[src/hdl/fdz_pkg.sv]
`timescale 1ns / 1ps
// ----------------------------------------------------------------------------
// fdz_pkg: shared types and constants of the fuzzy defuzzifier
// Field widths, register indexes, method codes and output saturation.
// ----------------------------------------------------------------------------
package fdz_pkg;

    localparam int MEMB_W      = 16;
    localparam int START_W     = 16;
    localparam int STEP_W      = 10;
    localparam int METHOD_W    = 2;
    localparam int CRISP_W     = 22;
    localparam int TDATA_OUT_W = 24;
    localparam int CFG_IDX_W   = 2;
    localparam int CFG_DATA_W  = 16;
    localparam int QUEUE_DEPTH = 4;

    localparam logic [CFG_IDX_W-1:0] REG_METHOD    = 2'd0;
    localparam logic [CFG_IDX_W-1:0] REG_POS_START = 2'd1;
    localparam logic [CFG_IDX_W-1:0] REG_POS_STEP  = 2'd2;

    typedef enum logic [METHOD_W-1:0] {
        METH_CENTROID  = 2'd0,
        METH_MEAN_MAX  = 2'd1,
        METH_LAST_MAX  = 2'd2,
        METH_FIRST_MAX = 2'd3
    } method_t;

    typedef struct packed {
        method_t                    method;
        logic signed [START_W-1:0]  pos_start;
        logic        [STEP_W-1:0]   pos_step;
    } cfg_t;

    localparam logic signed [63:0] CRISP_MAX = 64'sd2097151;
    localparam logic signed [63:0] CRISP_MIN = -64'sd2097152;

    // clamp a wide signed value to the output range
    function automatic logic signed [CRISP_W-1:0] sat_crisp(input logic signed [63:0] v);
        logic signed [CRISP_W-1:0] r;
        if (v > CRISP_MAX) begin
            r = CRISP_MAX[CRISP_W-1:0];
        end else if (v < CRISP_MIN) begin
            r = CRISP_MIN[CRISP_W-1:0];
        end else begin
            r = v[CRISP_W-1:0];
        end
        return r;
    endfunction

endpackage

[src/hdl/fdz_front.sv]
`timescale 1ns / 1ps
// ----------------------------------------------------------------------------
// fdz_front: sample intake
// Holds the configuration registers, numbers the samples of a set and works
// out each sample's position before handing it to the queue.
// ----------------------------------------------------------------------------
module fdz_front #(
    parameter  int MAX_POINTS = 1024,
    localparam int IDX_W      = $clog2(MAX_POINTS),
    localparam int POS_W      = IDX_W + fdz_pkg::STEP_W + 2
) (
    input  logic                             aclk,
    input  logic                             aresetn,
    input  logic                             cfg_valid,
    output logic                             cfg_ready,
    input  logic [fdz_pkg::CFG_IDX_W-1:0]    cfg_index,
    input  logic [fdz_pkg::CFG_DATA_W-1:0]   cfg_data,
    input  logic                             s_axis_tvalid,
    output logic                             s_axis_tready,
    input  logic [fdz_pkg::MEMB_W-1:0]       s_axis_tdata,
    input  logic                             s_axis_tlast,
    input  logic                             q_full,
    output logic                             q_push,
    output fdz_pkg::cfg_t                    q_cfg,
    output logic [fdz_pkg::MEMB_W-1:0]       q_memb,
    output logic                             q_last,
    output logic                             q_accum,
    output logic [IDX_W-1:0]                 q_idx,
    output logic signed [POS_W-1:0]          q_pos
);
    import fdz_pkg::*;

    localparam int CNT_W = IDX_W + 1;
    localparam int PRD_W = IDX_W + STEP_W;

    cfg_t               cfg_reg;
    logic [CNT_W-1:0]   idx_reg;
    logic               accept;
    logic               in_range;
    logic [PRD_W-1:0]   offset;

    assign cfg_ready     = 1'b1;
    assign s_axis_tready = !q_full;
    assign accept        = s_axis_tvalid && !q_full;
    assign in_range      = (idx_reg != CNT_W'(MAX_POINTS));
    assign offset        = PRD_W'(idx_reg[IDX_W-1:0]) * PRD_W'(cfg_reg.pos_step);

    assign q_push  = accept;
    assign q_cfg   = cfg_reg;
    assign q_memb  = s_axis_tdata;
    assign q_last  = s_axis_tlast;
    assign q_accum = in_range;
    assign q_idx   = idx_reg[IDX_W-1:0];
    assign q_pos   = POS_W'(cfg_reg.pos_start) + $signed({2'b00, offset});

    always_ff @(posedge aclk) begin
        if (!aresetn) begin
            cfg_reg.method    <= METH_CENTROID;
            cfg_reg.pos_start <= '0;
            cfg_reg.pos_step  <= STEP_W'(1);
            idx_reg           <= '0;
        end else begin
            if (cfg_valid) begin
                case (cfg_index)
                    REG_METHOD:    cfg_reg.method    <= method_t'(cfg_data[METHOD_W-1:0]);
                    REG_POS_START: cfg_reg.pos_start <= cfg_data[START_W-1:0];
                    REG_POS_STEP:  cfg_reg.pos_step  <= cfg_data[STEP_W-1:0];
                    default: begin
                    end
                endcase
            end
            if (accept) begin
                if (s_axis_tlast) begin
                    idx_reg <= '0;
                end else if (in_range) begin
                    idx_reg <= idx_reg + CNT_W'(1);
                end
            end
        end
    end

endmodule

[src/hdl/fdz_queue.sv]
`timescale 1ns / 1ps
// ----------------------------------------------------------------------------
// fdz_queue: short word queue between intake and accumulation
// Register-based FIFO of fixed depth with full and empty flags.
// ----------------------------------------------------------------------------
module fdz_queue #(
    parameter int WIDTH = 8
) (
    input  logic             aclk,
    input  logic             aresetn,
    input  logic             push,
    input  logic [WIDTH-1:0] wdata,
    input  logic             pop,
    output logic [WIDTH-1:0] rdata,
    output logic             full,
    output logic             empty
);
    import fdz_pkg::*;

    localparam int PTR_W = $clog2(QUEUE_DEPTH);

    logic [WIDTH-1:0] mem_reg [QUEUE_DEPTH];
    logic [PTR_W-1:0] wr_ptr_reg;
    logic [PTR_W-1:0] rd_ptr_reg;
    logic [PTR_W:0]   cnt_reg;

    assign full  = (cnt_reg == (PTR_W+1)'(QUEUE_DEPTH));
    assign empty = (cnt_reg == '0);
    assign rdata = mem_reg[rd_ptr_reg];

    always_ff @(posedge aclk) begin
        if (push) begin
            mem_reg[wr_ptr_reg] <= wdata;
        end
    end

    always_ff @(posedge aclk) begin
        if (!aresetn) begin
            wr_ptr_reg <= '0;
            rd_ptr_reg <= '0;
            cnt_reg    <= '0;
        end else begin
            if (push) begin
                wr_ptr_reg <= (wr_ptr_reg == PTR_W'(QUEUE_DEPTH - 1)) ? '0
                                                                       : wr_ptr_reg + PTR_W'(1);
            end
            if (pop) begin
                rd_ptr_reg <= (rd_ptr_reg == PTR_W'(QUEUE_DEPTH - 1)) ? '0
                                                                       : rd_ptr_reg + PTR_W'(1);
            end
            case ({push, pop})
                2'b10:   cnt_reg <= cnt_reg + (PTR_W+1)'(1);
                2'b01:   cnt_reg <= cnt_reg - (PTR_W+1)'(1);
                default: cnt_reg <= cnt_reg;
            endcase
        end
    end

endmodule

[src/hdl/fdz_divider.sv]
`timescale 1ns / 1ps
// ----------------------------------------------------------------------------
// fdz_divider: iterative signed-by-unsigned divider
// Restoring division, one quotient bit per cycle, truncating toward zero.
// ----------------------------------------------------------------------------
module fdz_divider #(
    parameter int N_W = 50,
    parameter int D_W = 27
) (
    input  logic                  aclk,
    input  logic                  aresetn,
    input  logic                  start,
    input  logic signed [N_W-1:0] dividend,
    input  logic [D_W-1:0]        divisor,
    output logic                  done,
    output logic signed [N_W-1:0] quotient
);
    localparam int CNT_W = $clog2(N_W + 1);

    logic                  busy_reg;
    logic                  done_reg;
    logic                  neg_reg;
    logic [CNT_W-1:0]      cnt_reg;
    logic [N_W-1:0]        num_reg;
    logic [D_W-1:0]        den_reg;
    logic [D_W-1:0]        rem_reg;
    logic signed [N_W-1:0] quo_reg;
    logic [D_W:0]          trial;
    logic [D_W:0]          diff;
    logic                  fits;

    assign trial    = {rem_reg, num_reg[N_W-1]};
    assign diff     = trial - {1'b0, den_reg};
    assign fits     = (trial >= {1'b0, den_reg});
    assign done     = done_reg;
    assign quotient = quo_reg;

    always_ff @(posedge aclk) begin
        if (!aresetn) begin
            busy_reg <= 1'b0;
            done_reg <= 1'b0;
            cnt_reg  <= '0;
        end else begin
            done_reg <= 1'b0;
            if (start) begin
                busy_reg <= 1'b1;
                cnt_reg  <= CNT_W'(N_W);
                neg_reg  <= dividend[N_W-1];
                num_reg  <= dividend[N_W-1] ? ($unsigned(~dividend) + N_W'(1))
                                            : $unsigned(dividend);
                den_reg  <= divisor;
                rem_reg  <= '0;
            end else if (busy_reg) begin
                if (cnt_reg == '0) begin
                    busy_reg <= 1'b0;
                    done_reg <= 1'b1;
                    quo_reg  <= neg_reg ? $signed(N_W'(0) - num_reg) : $signed(num_reg);
                end else begin
                    rem_reg <= fits ? diff[D_W-1:0] : trial[D_W-1:0];
                    num_reg <= {num_reg[N_W-2:0], fits};
                    cnt_reg <= cnt_reg - CNT_W'(1);
                end
            end
        end
    end

endmodule

[src/hdl/fdz_back.sv]
`timescale 1ns / 1ps
// ----------------------------------------------------------------------------
// fdz_back: accumulation and result sequencer
// Pulls samples from the queue, keeps the set's sums and peak tracking, and
// on the last sample forms the crisp value into the output register.
// ----------------------------------------------------------------------------
module fdz_back #(
    parameter  int MAX_POINTS = 1024,
    localparam int IDX_W      = $clog2(MAX_POINTS),
    localparam int POS_W      = IDX_W + fdz_pkg::STEP_W + 2
) (
    input  logic                              aclk,
    input  logic                              aresetn,
    input  logic                              q_empty,
    output logic                              q_pop,
    input  fdz_pkg::cfg_t                     q_cfg,
    input  logic [fdz_pkg::MEMB_W-1:0]        q_memb,
    input  logic                              q_last,
    input  logic                              q_accum,
    input  logic [IDX_W-1:0]                  q_idx,
    input  logic signed [POS_W-1:0]           q_pos,
    output logic                              m_axis_tvalid,
    input  logic                              m_axis_tready,
    output logic [fdz_pkg::TDATA_OUT_W-1:0]   m_axis_tdata,
    output logic [0:0]                        m_axis_tuser
);
    import fdz_pkg::*;

    localparam int CNT_W = IDX_W + 1;
    localparam int PRD_W = POS_W + MEMB_W + 1;
    localparam int WS_W  = PRD_W + IDX_W + 1;
    localparam int WT_W  = MEMB_W + IDX_W + 1;
    localparam int PS_W  = POS_W + IDX_W + 1;
    localparam int OFF_W = IDX_W + STEP_W;

    typedef enum logic [2:0] {
        ST_IDLE,
        ST_MUL,
        ST_ACC,
        ST_FIN,
        ST_DIV,
        ST_OUT
    } state_t;

    state_t                     state_reg;
    cfg_t                       ent_cfg_reg;
    logic [MEMB_W-1:0]          ent_memb_reg;
    logic                       ent_last_reg;
    logic                       ent_accum_reg;
    logic [IDX_W-1:0]           ent_idx_reg;
    logic signed [POS_W-1:0]    ent_pos_reg;
    logic signed [PRD_W-1:0]    prod_reg;
    logic signed [WS_W-1:0]     wsum_reg;
    logic [WT_W-1:0]            wt_reg;
    logic [MEMB_W-1:0]          peak_reg;
    logic [IDX_W-1:0]           first_idx_reg;
    logic [IDX_W-1:0]           last_idx_reg;
    logic [CNT_W-1:0]           pcnt_reg;
    logic signed [PS_W-1:0]     psum_reg;
    logic signed [CRISP_W-1:0]  res_reg;
    logic                       res_empty_reg;
    logic                       m_valid_reg;
    logic signed [CRISP_W-1:0]  m_data_reg;
    logic                       m_user_reg;

    logic                       set_empty;
    logic                       use_div;
    logic [IDX_W-1:0]           fin_idx;
    logic [OFF_W-1:0]           fin_off;
    logic signed [POS_W-1:0]    fin_pos;
    logic                       div_start;
    logic signed [WS_W-1:0]     div_dividend;
    logic [WT_W-1:0]            div_divisor;
    logic                       div_done;
    logic signed [WS_W-1:0]     div_quotient;
    logic                       out_free;

    assign set_empty = (wt_reg == '0) || (pcnt_reg == '0);
    assign use_div   = (ent_cfg_reg.method == METH_CENTROID)
                    || (ent_cfg_reg.method == METH_MEAN_MAX);
    assign fin_idx   = (ent_cfg_reg.method == METH_LAST_MAX) ? last_idx_reg : first_idx_reg;
    assign fin_off   = OFF_W'(fin_idx) * OFF_W'(ent_cfg_reg.pos_step);
    assign fin_pos   = POS_W'(ent_cfg_reg.pos_start) + $signed({2'b00, fin_off});

    assign div_start    = (state_reg == ST_FIN) && !set_empty && use_div;
    assign div_dividend = (ent_cfg_reg.method == METH_CENTROID) ? wsum_reg : WS_W'(psum_reg);
    assign div_divisor  = (ent_cfg_reg.method == METH_CENTROID) ? wt_reg : WT_W'(pcnt_reg);

    assign q_pop    = ((state_reg == ST_IDLE) || ((state_reg == ST_ACC) && !ent_last_reg))
                   && !q_empty;
    assign out_free = !m_valid_reg || m_axis_tready;

    assign m_axis_tvalid = m_valid_reg;
    assign m_axis_tdata  = {{(TDATA_OUT_W-CRISP_W){1'b0}}, m_data_reg};
    assign m_axis_tuser  = m_user_reg;

    fdz_divider #(
        .N_W (WS_W),
        .D_W (WT_W)
    ) u_div (
        .aclk     (aclk),
        .aresetn  (aresetn),
        .start    (div_start),
        .dividend (div_dividend),
        .divisor  (div_divisor),
        .done     (div_done),
        .quotient (div_quotient)
    );

    always_ff @(posedge aclk) begin
        if (!aresetn) begin
            state_reg   <= ST_IDLE;
            m_valid_reg <= 1'b0;
            wsum_reg    <= '0;
            wt_reg      <= '0;
            pcnt_reg    <= '0;
            psum_reg    <= '0;
            peak_reg    <= '0;
        end else begin
            // drop the word once taken, unless a new one loads this cycle
            if (m_axis_tready && !((state_reg == ST_OUT) && out_free)) begin
                m_valid_reg <= 1'b0;
            end
            if (q_pop) begin
                ent_cfg_reg   <= q_cfg;
                ent_memb_reg  <= q_memb;
                ent_last_reg  <= q_last;
                ent_accum_reg <= q_accum;
                ent_idx_reg   <= q_idx;
                ent_pos_reg   <= q_pos;
            end
            case (state_reg)
                ST_IDLE: begin
                    if (q_pop) begin
                        state_reg <= ST_MUL;
                    end
                end
                ST_MUL: begin
                    if (ent_accum_reg) begin
                        prod_reg <= PRD_W'($signed({1'b0, ent_memb_reg}))
                                  * PRD_W'(ent_pos_reg);
                        wt_reg   <= wt_reg + WT_W'(ent_memb_reg);
                        if ((pcnt_reg == '0) || (ent_memb_reg > peak_reg)) begin
                            peak_reg      <= ent_memb_reg;
                            first_idx_reg <= ent_idx_reg;
                            last_idx_reg  <= ent_idx_reg;
                            pcnt_reg      <= CNT_W'(1);
                            psum_reg      <= PS_W'(ent_pos_reg);
                        end else if (ent_memb_reg == peak_reg) begin
                            last_idx_reg <= ent_idx_reg;
                            pcnt_reg     <= pcnt_reg + CNT_W'(1);
                            psum_reg     <= psum_reg + PS_W'(ent_pos_reg);
                        end
                    end else begin
                        prod_reg <= '0;
                    end
                    state_reg <= ST_ACC;
                end
                ST_ACC: begin
                    wsum_reg <= wsum_reg + WS_W'(prod_reg);
                    if (ent_last_reg) begin
                        state_reg <= ST_FIN;
                    end else if (q_pop) begin
                        state_reg <= ST_MUL;
                    end else begin
                        state_reg <= ST_IDLE;
                    end
                end
                ST_FIN: begin
                    if (set_empty) begin
                        res_reg       <= '0;
                        res_empty_reg <= 1'b1;
                        state_reg     <= ST_OUT;
                    end else begin
                        res_empty_reg <= 1'b0;
                        if (use_div) begin
                            state_reg <= ST_DIV;
                        end else begin
                            res_reg   <= sat_crisp(64'(fin_pos));
                            state_reg <= ST_OUT;
                        end
                    end
                end
                ST_DIV: begin
                    if (div_done) begin
                        res_reg   <= sat_crisp(64'(div_quotient));
                        state_reg <= ST_OUT;
                    end
                end
                ST_OUT: begin
                    if (out_free) begin
                        m_valid_reg <= 1'b1;
                        m_data_reg  <= res_reg;
                        m_user_reg  <= res_empty_reg;
                        wsum_reg    <= '0;
                        wt_reg      <= '0;
                        pcnt_reg    <= '0;
                        psum_reg    <= '0;
                        peak_reg    <= '0;
                        state_reg   <= ST_IDLE;
                    end
                end
                default: begin
                    state_reg <= ST_IDLE;
                end
            endcase
        end
    end

endmodule

[src/hdl/fuzzy_defuzzifier_unit.sv]
`timescale 1ns / 1ps
// ----------------------------------------------------------------------------
// fuzzy_defuzzifier_unit: streaming fuzzy-set defuzzifier
// Turns a stream of membership samples into one crisp position per set.
// ----------------------------------------------------------------------------
// Feed one fuzzy set as membership words (unsigned Q0.16) on the s_axis side,
// one word per point, with s_axis_tlast on the final point; point i sits at
// pos_start + i*pos_step. The set's result leaves on m_axis as one word: the
// crisp position (22-bit two's complement, saturated) and an empty flag in
// tuser that is set, with a zero position, when the set had no membership.
// The method register picks centroid, mean of maxima, last or first of
// maxima; a word's position uses pos_start and pos_step as they stand when
// it is accepted, but the method, and pos_start and pos_step for last or
// first of maxima, are taken from the last word. Only the first MAX_POINTS
// words of a set count, later ones are dropped until tlast. The accumulator
// handles each word in a multiply step and then an add step on its single
// multiplier, taking the next word in the add step; a 4-word queue lets
// intake run ahead. Closing a set passes a finish step and, for centroid
// or mean of maxima, the bit-serial divider. The result register lets the
// next set accumulate while a result waits on m_axis_tready.
// ----------------------------------------------------------------------------
module fuzzy_defuzzifier_unit #(
    parameter int MAX_POINTS = 1024
) (
    input  logic                              aclk,
    input  logic                              aresetn,
    // configuration write channel: 0 method, 1 pos_start, 2 pos_step
    input  logic                              cfg_valid,
    output logic                              cfg_ready,
    input  logic [fdz_pkg::CFG_IDX_W-1:0]     cfg_index,
    input  logic [fdz_pkg::CFG_DATA_W-1:0]    cfg_data,
    // sample stream
    input  logic                              s_axis_tvalid,
    output logic                              s_axis_tready,
    input  logic [fdz_pkg::MEMB_W-1:0]        s_axis_tdata,   // [15:0] membership
    input  logic                              s_axis_tlast,
    // result stream
    output logic                              m_axis_tvalid,
    input  logic                              m_axis_tready,
    output logic [fdz_pkg::TDATA_OUT_W-1:0]   m_axis_tdata,   // [21:0] crisp_value, zero pad
    output logic [0:0]                        m_axis_tuser    // [0] empty_set
);
    import fdz_pkg::*;

    localparam int IDX_W = $clog2(MAX_POINTS);
    localparam int POS_W = IDX_W + STEP_W + 2;
    localparam int ENT_W = $bits(cfg_t) + MEMB_W + 2 + IDX_W + POS_W;

    // intake side of the queue
    logic                    q_push;
    logic                    q_full;
    cfg_t                    f_cfg;
    logic [MEMB_W-1:0]       f_memb;
    logic                    f_last;
    logic                    f_accum;
    logic [IDX_W-1:0]        f_idx;
    logic signed [POS_W-1:0] f_pos;
    logic [ENT_W-1:0]        q_wdata;

    // accumulator side of the queue
    logic                    q_pop;
    logic                    q_empty;
    logic [ENT_W-1:0]        q_rdata;
    cfg_t                    b_cfg;
    logic [MEMB_W-1:0]       b_memb;
    logic                    b_last;
    logic                    b_accum;
    logic [IDX_W-1:0]        b_idx;
    logic signed [POS_W-1:0] b_pos;

    // pack one queue word; unpack in the same order
    assign q_wdata = {f_cfg, f_memb, f_last, f_accum, f_idx, f_pos};
    assign {b_cfg, b_memb, b_last, b_accum, b_idx, b_pos} = q_rdata;

    fdz_front #(
        .MAX_POINTS (MAX_POINTS)
    ) u_front (
        .aclk          (aclk),
        .aresetn       (aresetn),
        .cfg_valid     (cfg_valid),
        .cfg_ready     (cfg_ready),
        .cfg_index     (cfg_index),
        .cfg_data      (cfg_data),
        .s_axis_tvalid (s_axis_tvalid),
        .s_axis_tready (s_axis_tready),
        .s_axis_tdata  (s_axis_tdata),
        .s_axis_tlast  (s_axis_tlast),
        .q_full        (q_full),
        .q_push        (q_push),
        .q_cfg         (f_cfg),
        .q_memb        (f_memb),
        .q_last        (f_last),
        .q_accum       (f_accum),
        .q_idx         (f_idx),
        .q_pos         (f_pos)
    );

    fdz_queue #(
        .WIDTH (ENT_W)
    ) u_queue (
        .aclk    (aclk),
        .aresetn (aresetn),
        .push    (q_push),
        .wdata   (q_wdata),
        .pop     (q_pop),
        .rdata   (q_rdata),
        .full    (q_full),
        .empty   (q_empty)
    );

    fdz_back #(
        .MAX_POINTS (MAX_POINTS)
    ) u_back (
        .aclk          (aclk),
        .aresetn       (aresetn),
        .q_empty       (q_empty),
        .q_pop         (q_pop),
        .q_cfg         (b_cfg),
        .q_memb        (b_memb),
        .q_last        (b_last),
        .q_accum       (b_accum),
        .q_idx         (b_idx),
        .q_pos         (b_pos),
        .m_axis_tvalid (m_axis_tvalid),
        .m_axis_tready (m_axis_tready),
        .m_axis_tdata  (m_axis_tdata),
        .m_axis_tuser  (m_axis_tuser)
    );

`ifndef SYNTHESIS
    // the accumulator only pulls words that the queue holds
    a_pop_not_empty: assert property (@(posedge aclk) disable iff (!aresetn)
        q_pop |-> !q_empty)
        else $error("queue popped while empty");

    // an empty set always reports a zero position
    a_empty_is_zero: assert property (@(posedge aclk) disable iff (!aresetn)
        (m_axis_tvalid && m_axis_tuser[0]) |-> (m_axis_tdata == TDATA_OUT_W'(0)))
        else $error("empty set with nonzero crisp value");
`endif

endmodule

[config.mk]
export PLATFORM = sky130hd
export DESIGN_NAME = fuzzy_defuzzifier_unit
export DESIGN_NICKNAME = d
export VERILOG_FILES = /design/src/hdl/fdz_pkg.sv /design/src/hdl/fdz_front.sv /design/src/hdl/fdz_queue.sv /design/src/hdl/fdz_divider.sv /design/src/hdl/fdz_back.sv /design/src/hdl/fuzzy_defuzzifier_unit.sv
export SDC_FILE = /design/constraint.sdc
export NUM_CORES = 2
export LEC_CHECK = 0
export ABC_CLOCK_PERIOD_IN_PS = 14790
export BUFFER_PORTS_ARGS = -buffer_cell sky130_fd_sc_hd__buf_2
export CAP_MARGIN = 20
export CELL_PAD_IN_SITES_DETAIL_PLACEMENT = 1
export CELL_PAD_IN_SITES_GLOBAL_PLACEMENT = 2
export CORE_MARGIN = 5
export CORE_UTILIZATION = 45
export CTS_BUF_LIST = sky130_fd_sc_hd__clkbuf_8
export CTS_CLUSTER_DIAMETER = 100
export CTS_CLUSTER_SIZE = 25
export DETAILED_ROUTE_END_ITERATION = 8
export GPL_ROUTABILITY_DRIVEN = 0
export PLACE_DENSITY_LB_ADDON = 0.1
export SYNTH_ARGS = -nofsm -noshare
export SYNTH_HDL_FRONTEND = slang
export SYNTH_SLANG_ARGS = --single-unit
[constraint.sdc]
create_clock -name aclk -period 14.79 [get_ports aclk]
set_clock_uncertainty 0.1 [all_clocks]
set_input_delay 2.2185 -clock aclk [delete_from_list [all_inputs] [get_ports aclk]]
set_output_delay 2.2185 -clock aclk [all_outputs]
set_load 0.01 [all_outputs]
==> flow_summary.yaml <==
status:
  status: "finished, final reports clean"
worst_setup_path:
  cpMostUsedCell: "fa_1"
  crit_arrival_ps: 9100
  path_max_fanout: 10
  crit_type: "reg2reg"
  required_ps: 15180
  slowest_delay_ps: 780
  cp-start-kind: "flip-flop"
  crit_path_end_kind: "flip-flop"
  critical-path-slowest-cell: "mux2i_1"
sta:
  hold_viol_final: 0
  min_period_over_period_pct: 58.9
  fin_setup_tns_ps: 0
  finalSetupViolCount: 0
  min_period_ps: 8710
  max_slew_margin_pct: 25.8
  rsz0062_at_grt: "no"
  finalMaxSlewViolations: 0
  worst_pin_slew_ps: 1110
  fmax_ghz: 0.115
route:
  first_pass_iters: 5
  drt_iter0_drc: 2460
  routed_wirelength_mm: 165
  drc: 0
  drt-wirelength-per-cell_um: 21.8
  via_per_inst: 5.52
  dr_total_vias: 41600
  final_antenna_net_count: 0
clocking:
  clock_path_buffers: 3
  clock-sinks: 845
  cts_setup_buffers: 0
  clock_latency_ps: 830
  cts_made_buffers: 46
  ctsHoldBuffers: 0
  htree_levels: 2
  cts_root_buf: "clkbuf_8"
  cts_tree: "done"
  cts_resized: 0
  path_clk_slew_ps: 160
run:
  drv_cap: 0
synthesis:
  synth_area_leaders: "edfxtp_1 32%, fa_1 16%, ha_1 8.2%, dfxtp_1 6.3%, inv_1 4.0%"
  synth.distinct_cells: 99
  seq_area_frac_synth_pct: 38.0
  ys_ff_latch: 845
  synth.top_cell.area_share_pct: 31.7
  syn_area_per_cell_um2: 10.7
  yosysMostFrequentCell: "inv_1"
  synth-edff-count: 650
  ys.warnings.count: 0
  async_reset_ff_share_pct: 0
  ys_top_cells_by_count: "654 x inv_1, 650 x edfxtp_1, 611 x nand2_1, 480 x fa_1, 406 x ha_1"
  netlist_area_um2: 61600
  syn_inst: 5779
  synth_ff_type: "edfxtp_1"
  synth_top_area_cell: "edfxtp_1"
global_route:
  overflow: 0
  first_global_vias: 43900
  grt_pass1_wl_mm: 258
  grt_max_degree: 90
  antenna_found_initial: 15
  track_usage_pct: 22.6
floorplanning:
  rows: 135
  design.core.area_um2: 136000
  dieHeight_um: 380
  io_pins: 68
  start_util_pct: 45.3
  die-area_um2: 144000
  fp.dieW_um: 380
placed_design:
  hpwl_mm: 126
  placed_area_um2: 63800
  port_buffers: 64
  dp_cells: 7453
finish:
  synthToLayoutAreaGrowth_pct: 5.24
  drive_gt1_share_pct: 6.13
  final_area_um2: 64800
  n_fill_cell: 14900
  stdcell_count: 7543
  fin_nets: 6648
  largest_register_ffs: 312
min_path:
  hp-class: "reg2reg"
==> layout by cell type, fill, tap and decap left out, types with 143 or more instances in the layout <==
master,count
and2_1,314
dfxtp_1,193
nor2_1,246
nand2_1,610
a21oi_1,256
xnor2_1,192
fa_1,480
inv_1,671
nor2b_1,143
o21ai_0,220
edfxtp_1,650
ha_1,406
==> metrics by stage <==
stage	hold slack, ps	setup WS, ps	util (%)
2_1_floorplan	300	7220	-
3_3_place_gp	300	6220	47.0
3_5_place_dp	306	6100	47.0
4_1_cts	337	5940	47.7
5_1_grt	343	5410	47.7
6_report	334	6080	47.7
==> worst paths after layout <==
path	endpoint	slack [ps]	startpoint	depth (start not counted)
hold / removal	u_back.m_data_reg[6]$_DFFE_PP_	330	u_back.res_reg[6]$_DFFE_PP_	0
hold reg to reg	u_back.m_data_reg[6]$_DFFE_PP_	330	u_back.res_reg[6]$_DFFE_PP_	0
setup reg to reg	u_back.res_reg[20]$_DFFE_PP_	6080	u_back.ent_cfg_reg[26]$_DFFE_PP_	28
setup / recovery	u_back.res_reg[20]$_DFFE_PP_	6080	u_back.ent_cfg_reg[26]$_DFFE_PP_	28
==> kinds of logic after synthesis <==
group | share of synthesized area [%]
buffers and inverters | 5.48
multiplexers | 4.09
other | 0.0122
XOR/XNOR | 4.64
adder cells (fa/ha/maj) | 23.9
AO/OA/AOI/OAI | 9.98
flip-flops | 38.0
AND/OR/NAND/NOR | 13.9
==> critical path, delay by kind of cell, from the launching register on <==
family,cells,cell delay [ps]
xor gates and xnor gates,1,200
muxes,1,780
buffers and inverters,4,190
AOI/OAI and AO/OA,7,1480
and+or+nand+nor,8,1920
DFF,1,590
adders and majority gates,7,3090
==> cell type report <==
class / count / area [um^2] / share of cell area [%]
flip-flops and latches: 845 / 23400 / 36.2
repair buffers: 127 / 823 / 1.27
well taps: 1781 / 2230 / 3.44
clock inverters: 36 / 303 / 0.467
diodes: 5 / 12.5 / 0.0193
multi-input cells: 4047 / 34900 / 53.9
inverters: 655 / 2460 / 3.79
clock buffers: 47 / 647 / 0.998
==> per-layer routing <==
layer,vias to the layer above,GRT usage (%),share of wire [%]
met5,-,0,0.050
met4,10,3.65,1.5
met3,141,2.44,3.5
met2,540,36.8,46
met1,21300,33.5,49
li1,19600,-,-
Power is left out: the tool's default activity adds up to more than one toggle a clock period on the data nets, which glitch-free logic cannot reach.
